**src/rtl/core/cpac_pkg.sv**
```systemverilog
// shared types and constants for the convex polygon area/centroid core
// no dependencies; imported by the controller, datapath and top level
package cpac_pkg;

   localparam int MAX_VERTICES = 64;
   localparam int COUNT_W      = $clog2(MAX_VERTICES + 1);
   localparam int COORD_W      = 16;
   localparam int AREA_W       = 40;
   localparam int WSUM_W       = 58;
   localparam int STEP_W       = 6;

   // sequencer step limits
   localparam int CROSS_LAST  = 5;
   localparam int SQUARE_LAST = 2;
   localparam int SQRT_LAST   = 35;
   localparam int WEIGHT_LAST = 5;
   localparam int DIV_LAST    = 17;

   typedef enum logic [3:0] {
      ST_IDLE,
      ST_DISPATCH,
      ST_CROSS,
      ST_SQUARE,
      ST_SQRT,
      ST_AREA,
      ST_WEIGHT,
      ST_UPDATE,
      ST_DIV,
      ST_OUTPUT
   } state_type;

   typedef struct packed {
      logic              load_in;
      logic              set_first;
      logic              update_prev;
      logic              inc_count;
      logic              set_ovf;
      logic              cross_en;
      logic              sq_en;
      logic              sqrt_en;
      logic              area_en;
      logic              wt_en;
      logic              div_en;
      logic              out_load;
      logic [STEP_W-1:0] step;
      logic [1:0]        axis;
   } cmd_type;

   typedef struct packed {
      logic [COUNT_W-1:0] count;
      logic               last;
      logic               area_zero;
      logic               out_free;
   } status_type;

endpackage

```
**src/rtl/core/cpac_ctrl.sv**
```systemverilog
// sequencer for the polygon core: steps each vertex through cross product,
// square sum, square root, area and weighted sums, then the centroid divides
module cpac_ctrl
   import cpac_pkg::*;
(
   input  logic       clock,
   input  logic       reset,
   input  logic       req_tvalid,
   output logic       req_tready,
   input  status_type status,
   output cmd_type    cmd
);

   state_type         state_ff, state_in;
   logic [STEP_W-1:0] step_ff, step_in;
   logic [1:0]        axis_ff, axis_in;
   state_type         finish_state;

   assign req_tready   = (state_ff == ST_IDLE);
   assign finish_state = status.area_zero ? ST_OUTPUT : ST_DIV;

   always_ff @(posedge clock) begin
      if (reset) begin
         state_ff <= ST_IDLE;
         step_ff  <= '0;
         axis_ff  <= '0;
      end else begin
         state_ff <= state_in;
         step_ff  <= step_in;
         axis_ff  <= axis_in;
      end
   end

   always_comb begin
      state_in = state_ff;
      step_in  = step_ff + STEP_W'(1);
      axis_in  = axis_ff;
      case (state_ff)
         ST_IDLE: begin
            step_in = '0;
            axis_in = '0;
            if (req_tvalid) state_in = ST_DISPATCH;
         end
         ST_DISPATCH: begin
            step_in = '0;
            axis_in = '0;
            if (status.count >= COUNT_W'(MAX_VERTICES) || status.count < COUNT_W'(2)) begin
               state_in = status.last ? finish_state : ST_IDLE;
            end else begin
               state_in = ST_CROSS;
            end
         end
         ST_CROSS: begin
            if (step_ff == STEP_W'(CROSS_LAST)) begin
               state_in = ST_SQUARE;
               step_in  = '0;
            end
         end
         ST_SQUARE: begin
            if (step_ff == STEP_W'(SQUARE_LAST)) begin
               state_in = ST_SQRT;
               step_in  = '0;
            end
         end
         ST_SQRT: begin
            if (step_ff == STEP_W'(SQRT_LAST)) begin
               state_in = ST_AREA;
               step_in  = '0;
            end
         end
         ST_AREA: begin
            state_in = ST_WEIGHT;
            step_in  = '0;
         end
         ST_WEIGHT: begin
            if (step_ff == STEP_W'(WEIGHT_LAST)) begin
               state_in = ST_UPDATE;
               step_in  = '0;
            end
         end
         ST_UPDATE: begin
            step_in  = '0;
            state_in = status.last ? finish_state : ST_IDLE;
         end
         ST_DIV: begin
            if (step_ff == STEP_W'(DIV_LAST)) begin
               step_in = '0;
               if (axis_ff == 2'd2) state_in = ST_OUTPUT;
               else axis_in = axis_ff + 2'd1;
            end
         end
         ST_OUTPUT: begin
            step_in = '0;
            if (status.out_free) state_in = ST_IDLE;
         end
         default: begin
            state_in = ST_IDLE;
         end
      endcase
   end

   always_comb begin
      cmd      = '0;
      cmd.step = step_ff;
      cmd.axis = axis_ff;
      case (state_ff)
         ST_IDLE: cmd.load_in = req_tvalid;
         ST_DISPATCH: begin
            if (status.count >= COUNT_W'(MAX_VERTICES)) begin
               cmd.set_ovf = 1'b1;
            end else if (status.count < COUNT_W'(2)) begin
               cmd.set_first   = (status.count == '0);
               cmd.update_prev = 1'b1;
               cmd.inc_count   = 1'b1;
            end
         end
         ST_CROSS:  cmd.cross_en = 1'b1;
         ST_SQUARE: cmd.sq_en    = 1'b1;
         ST_SQRT:   cmd.sqrt_en  = 1'b1;
         ST_AREA:   cmd.area_en  = 1'b1;
         ST_WEIGHT: cmd.wt_en    = 1'b1;
         ST_UPDATE: begin
            cmd.update_prev = 1'b1;
            cmd.inc_count   = 1'b1;
         end
         ST_DIV:    cmd.div_en   = 1'b1;
         ST_OUTPUT: cmd.out_load = status.out_free;
         default: ;
      endcase
   end

endmodule

```
**config.mk**
```make
export PLATFORM = sky130hd
export DESIGN_NAME = cpac_ctrl
export DESIGN_NICKNAME = d
export VERILOG_FILES = /design/src/rtl/core/cpac_pkg.sv /design/src/rtl/core/cpac_ctrl.sv
export SDC_FILE = /design/constraint.sdc
export NUM_CORES = 1
export LEC_CHECK = 0
export BUFFER_PORTS_ARGS = -buffer_cell sky130_fd_sc_hd__buf_4
export CORE_AREA = 2 2 54 69
export CTS_CLUSTER_SIZE = 30
export DETAILED_ROUTE_END_ITERATION = 8
export DIE_AREA = 0 0 56 71
export GPL_TIMING_DRIVEN = 0
export PLACE_DENSITY = 0.47
export REMOVE_ABC_BUFFERS = 1
export SLEW_MARGIN = 10
export SYNTH_ARGS = -nofsm -noshare
export SYNTH_HDL_FRONTEND = slang
export SYNTH_SLANG_ARGS = --single-unit
```
**constraint.sdc**
```tcl
create_clock -name clock -period 2.1 [get_ports clock]
set_input_delay 0.525 -clock clock [delete_from_list [all_inputs] [get_ports clock]]
set_output_delay 0.525 -clock clock [all_outputs]
set_load 0.1 [all_outputs]
```
* Word level (Yosys, flattened, before mapping)
Index checks and enable logic that the tools add are counted.
** Word-level totals
- Register bits :: 12
- Bits of input ports :: 13
- Word-level logic and storage cells :: 73
** Operators by class
- Add/subtract/negate cells :: 2
- Order comparisons :: 2
- Eq/ne operators :: 23
- Mux-type cells :: 34
- Reductions and logical operators :: 9
** Operator list (number)
- two-way mux 4 bit :: 10
- case mux 4 bit (10 select lines) :: 1
- case mux 6 bit (5 select lines) :: 1
- two-way mux 6 bit :: 4
- inequality test 2 bit (second input constant) :: 9
- == test 4 x 3 -> 1 bit (second input constant) :: 4
- two-way mux 1 bit :: 12
- == test 4 x 2 -> 1 bit (second input constant) :: 2
- == test 4 bit (second input constant) :: 2
- case mux 2 bit (2 select lines) :: 2
- AND reduction 8 bit :: 1
- >= comparator 7 bit (second input constant) :: 1
- zero test 7 bit :: 1
- < comparator 7 x 2 -> 1 bit (second input constant) :: 1
- adder 6 x 1 -> 6 bit (second input constant) :: 1
- == test 6 x 2 -> 1 bit (second input constant) :: 1
- == test 6 x 3 -> 1 bit (second input constant) :: 1
- == test 6 x 5 -> 1 bit (second input constant) :: 1
- == test 6 bit (second input constant) :: 1
- two-way mux 3 bit :: 2
- OR reduction 5 bit :: 1
- == test 4 x 1 -> 1 bit (second input constant) :: 1
- zero test 4 bit :: 1
- two-way mux 2 bit :: 2
- other kinds (6) :: 7

* Longest topological paths before layout
- Depth after elaboration :: 4
- Mapped depth :: 7
- Depth with buffers taken out :: 7

* Least setup slack after synthesis
No wires, ideal clock.
- Kind :: register to register
- From :: reg state_ff[0]
- To :: reg state_ff[2]
- Setup time :: 0.092 ns
- Arrival :: 4.411 ns
- Required time :: 2.008 ns
- Path slack :: -2.403 ns
- Cell stages (with the launch flop) :: 6
- Buffers on the path :: 1
- Cells stage by stage :: dfxtp_1 buf_2 nor4_1 a222oi_1 nor2b_1 o32ai_1
** Between the ends
- Word-level cells in the longest chain between the ends :: 3
** RTL lines
- start, declared :: RTL line cpac_ctrl.sv:14 : state_type state_ff, state_in;
- start signal, assigned :: RTL line cpac_ctrl.sv:28 : state_ff <= state_in;
- == test 4 bit (tied with other cells) :: RTL line cpac_ctrl.sv:38 : case (state_ff)
- inequality test 2 bit (no source line)
- AND reduction 8 bit (no source line)
Several ways; a longest one is shown, not always the timed one.
A chain may end at the register's enable or synchronous reset.

==> results by group <==
Run status
  – Violated checks: setup timing
  – Run status: finished, violations left

Synthesis
  – Synth top area share: 26.7%
  – Synth Instances: 120
  – Post-synthesis cell area: 901 um^2
  – Seq/Total Area, Yosys: 26.7%
  – Post-Synth Simple-Gate Area: 33.8%
  – Synth unique cells: 40
  – Largest family of logic cells by synthesized area: simple AND/OR/NAND/NOR gates
  – Mean Syn Cell Area: 7.51 um^2
  – Number of synthesized flops with an enable pin: 0
  – Main synth FF type: dfxtp_1
  – Synth top cells by count: 12 x dfxtp_1, 9 x inv_1, 9 x nand2_1, 9 x nor2_1
  – Adder-cell share of the synthesized area: 5.56%
  – Flops & latches, synth: 12
  – XOR/XNOR Fraction of Synth Area: 3.89%
  – Cell accounting for the most synthesized area: dfxtp_1
  – Synth Area in Compound Gates: 16.5%
  – Post-synthesis mux area share: 4.58%
  – Most common cell in the synthesized netlist: dfxtp_1
  – Area contributors post-synth: dfxtp_1 27%, ha_1 5.6%, and2_1 4.2%
  – Warnings, synthesis: 0
  – Synth async-reset ratio: 0%

Floorplanning
  – Site Rows: 24
  – IO Pins: 34
  – Die area: 3980 um^2
  – Vert. Die Dim: 71 um
  – CORE AREA: 3360 um^2
  – Initial core utilization: 26.8%
  – Die W: 56 um

Power and ir drop
  – Peak supply drop: 659 uV
  – Flop pwr share: 25.6%
  – Clock group share of total power: 17.8%
  – Pwr Total: 1.45 mW
  – PwrDens: 1120 nW/um^2
  – Int Power: 693 uW
  – Net Sw Power: 755 uW
  – Combinational share of power: 56.6%
  – Switching part of the total power: 52.1%
  – P_leak: 0.562 nW

STA
  – Final Setup Violations: 3
  – Fin crit period: 2.15 ns
  – Max-slew violations: 0
  – Tightest Pin Transition: 0.444 ns
  – Min Hold Slack: 0.522 ns
  – Maximum clock rate: 464 MHz
  – Worst Clk Skew: 0.00368 ns
  – Tcrit/Tclk final: 103%
  – PnR worst setup slack: -0.0532 ns
  – Max_slew headroom: 69.7%
  – Final Hold Fails: 0
  – Unrepaired setup endpoints after global routing: yes

Setup path
  – CP required: 1.57 ns
  – Critical Path Max Stage Delay: 0.27 ns
  – Slowest-stage cell, CP: nor4_4
  – Reg-to-reg slack, setup: 0.10 ns
  – Reg-to-reg critical path startpoint: step_ff[1]
  – R2R cell count: 7
  – Setup crit end kind: output port
  – Crit Path Max Fanout: 2
  – WP data arrival: 1.63 ns
  – R2R Path End: step_ff[1]
  – Cell Chain, Critical Path: buf_6, nor4_4, nand2_1, o31ai_1, and3_4, buf_12
  – CP Class: in2out
  – Setup crit start kind: input pin

Placement
  – Placed cell count: 183
  – PortBufs: 33
  – Gp weighted congestion: 0.769
  – DP Wirelength: 1850 um
  – Pre-CTS WS: -0.227 ns

Clock network
  – Worst-path clk slew: 0.06 ns
  – CTS root buffer: clkbuf_8
  – Num CTS Buffers: 3
  – CTS H-Tree Depth: 1
  – Maximum root-to-sink buffer count: 2
  – Sink Count: 12
  – Clock latency on the worst-skew pair: 0.25 ns
  – CTS tree: done

Min path
  – Worst Hold Class: in2reg
  – Hold endpoint: state_ff[3]
  – WHS Path Cells: 2
  – HP Start: reset

Run
  – Max-cap viol count: 0

Drt
  – Drc violations: 0
  – Drt first pass iters: 4
  – Detail Route Antenna Nets: 0
  – Drt wl/cell: 13.1 um
  – Iter 0 DRT Violations: 20
  – Vias per inst: 5.15
  – Via count: 973
  – Final WL: 2470 um

Global routing
  – Initial antenna violation count: 0
  – Tot GR Track Use: 12.7%
  – Vias in the first global route: 909
  – Grt total ovfl: 0
  – First-pass GRT wire length: 4060 um
  – Largest net degree at the start of global routing: 20

Final layout
  – Ant. Diodes: 0
  – Final net count: 168
  – Layout cells sized above 1: 32.0%
  – Non-filler cells, final: 189
  – Syn-to-layout area delta: 44.2%
critical path, delay by kind of cell:
kind	cells	cell delay (ns)
and+or+nand+nor	3	0.63
buffers and inverters	2	0.27
AOI/OAI and AO/OA	1	0.20
worst max path at each step:
stage / startpoint / slack, ns / endpoint / cells after the start
final: status[5] / -0.05 / cmd[17] / 6
after CTS: status[5] / -0.07 / cmd[17] / 6
after detailed placement: status[5] / -0.23 / cmd[17] / 6
after global placement: status[5] / -0.21 / cmd[17] / 6
after global routing: status[5] / -0.09 / cmd[17] / 6
after floorplan: state_ff[2] / -2.56 / state_ff[2] / 5
per-stage QoR:
stage          util (%)  area (um^2)  setup TNS, ns
2_1_floorplan         -          853         -19.30
3_3_place_gp       34.2         1150          -1.50
3_5_place_dp       34.2         1150          -1.21
4_1_cts            37.7         1270         -0.198
5_1_grt            38.6         1300         -0.474
6_report           38.6         1300         -0.119
layout make-up:
class	instances	area (um^2)
repair buffers	35	299
multi-input cells	90	612
fillers	368	2060
well taps	39	48.8
inverters	9	33.8
flip-flops and latches	12	250
clock buffers	4	55.1
routing by layer:
metal	GRT usage, %	vias up	wire [um]
li1	-	484	-
met1	15.4	449	1100
met2	21.6	35	1180
met3	2.74	5	146
met4	5.56	0	43
met5	0	-	0
sequential cells by signal, summed over array words and instances (netlist names):
signal    flops
axis_ff       2
step_ff       6
state_ff      4
placed cells by master, fill, tap and decap left out, drive strengths merged, types with 4 or more instances in the layout:
cell / count
nand3: 5
clkbuf: 4
ha: 4
and2: 6
and3: 6
nor4: 4
nand2: 9
buf: 35
nor2b: 6
inv: 9
a21oi: 6
dfxtp: 12
nor2: 9
timing repair:
| item | CTS | global route |
|---|---|---|
| gates resized for setup | 18 | 4 |
| cloned | 0 | 0 |
| hold buffers | 0 | 0 |
| pin swaps | 1 | 2 |
| endpoints found under the setup margin | 21 | 15 |
| setup buffers | 0 | 2 |
cells by family (layout without fill, tap and decap cells):
kind of cell             Yosys count  count (layout)
adder cells (fa/ha/maj)            4               4
flip-flops                        12              12
buffers and inverters             18              48
multiplexers                       4               4
AND/OR/NAND/NOR                   56              56
XOR/XNOR                           4               4
AO/OA/AOI/OAI                     22              22
power groups by stage:
stage	registers, mW	logic, mW	clock network [mW]
global placement	0.362	0.774	0
floorplan	0.384	0.569	0
detailed placement	0.360	0.773	0
CTS	0.365	0.784	0.265
finish	0.371	0.819	0.258
global route	0.384	0.870	0.274
Note: power is estimated with default switching activity, not from simulation.
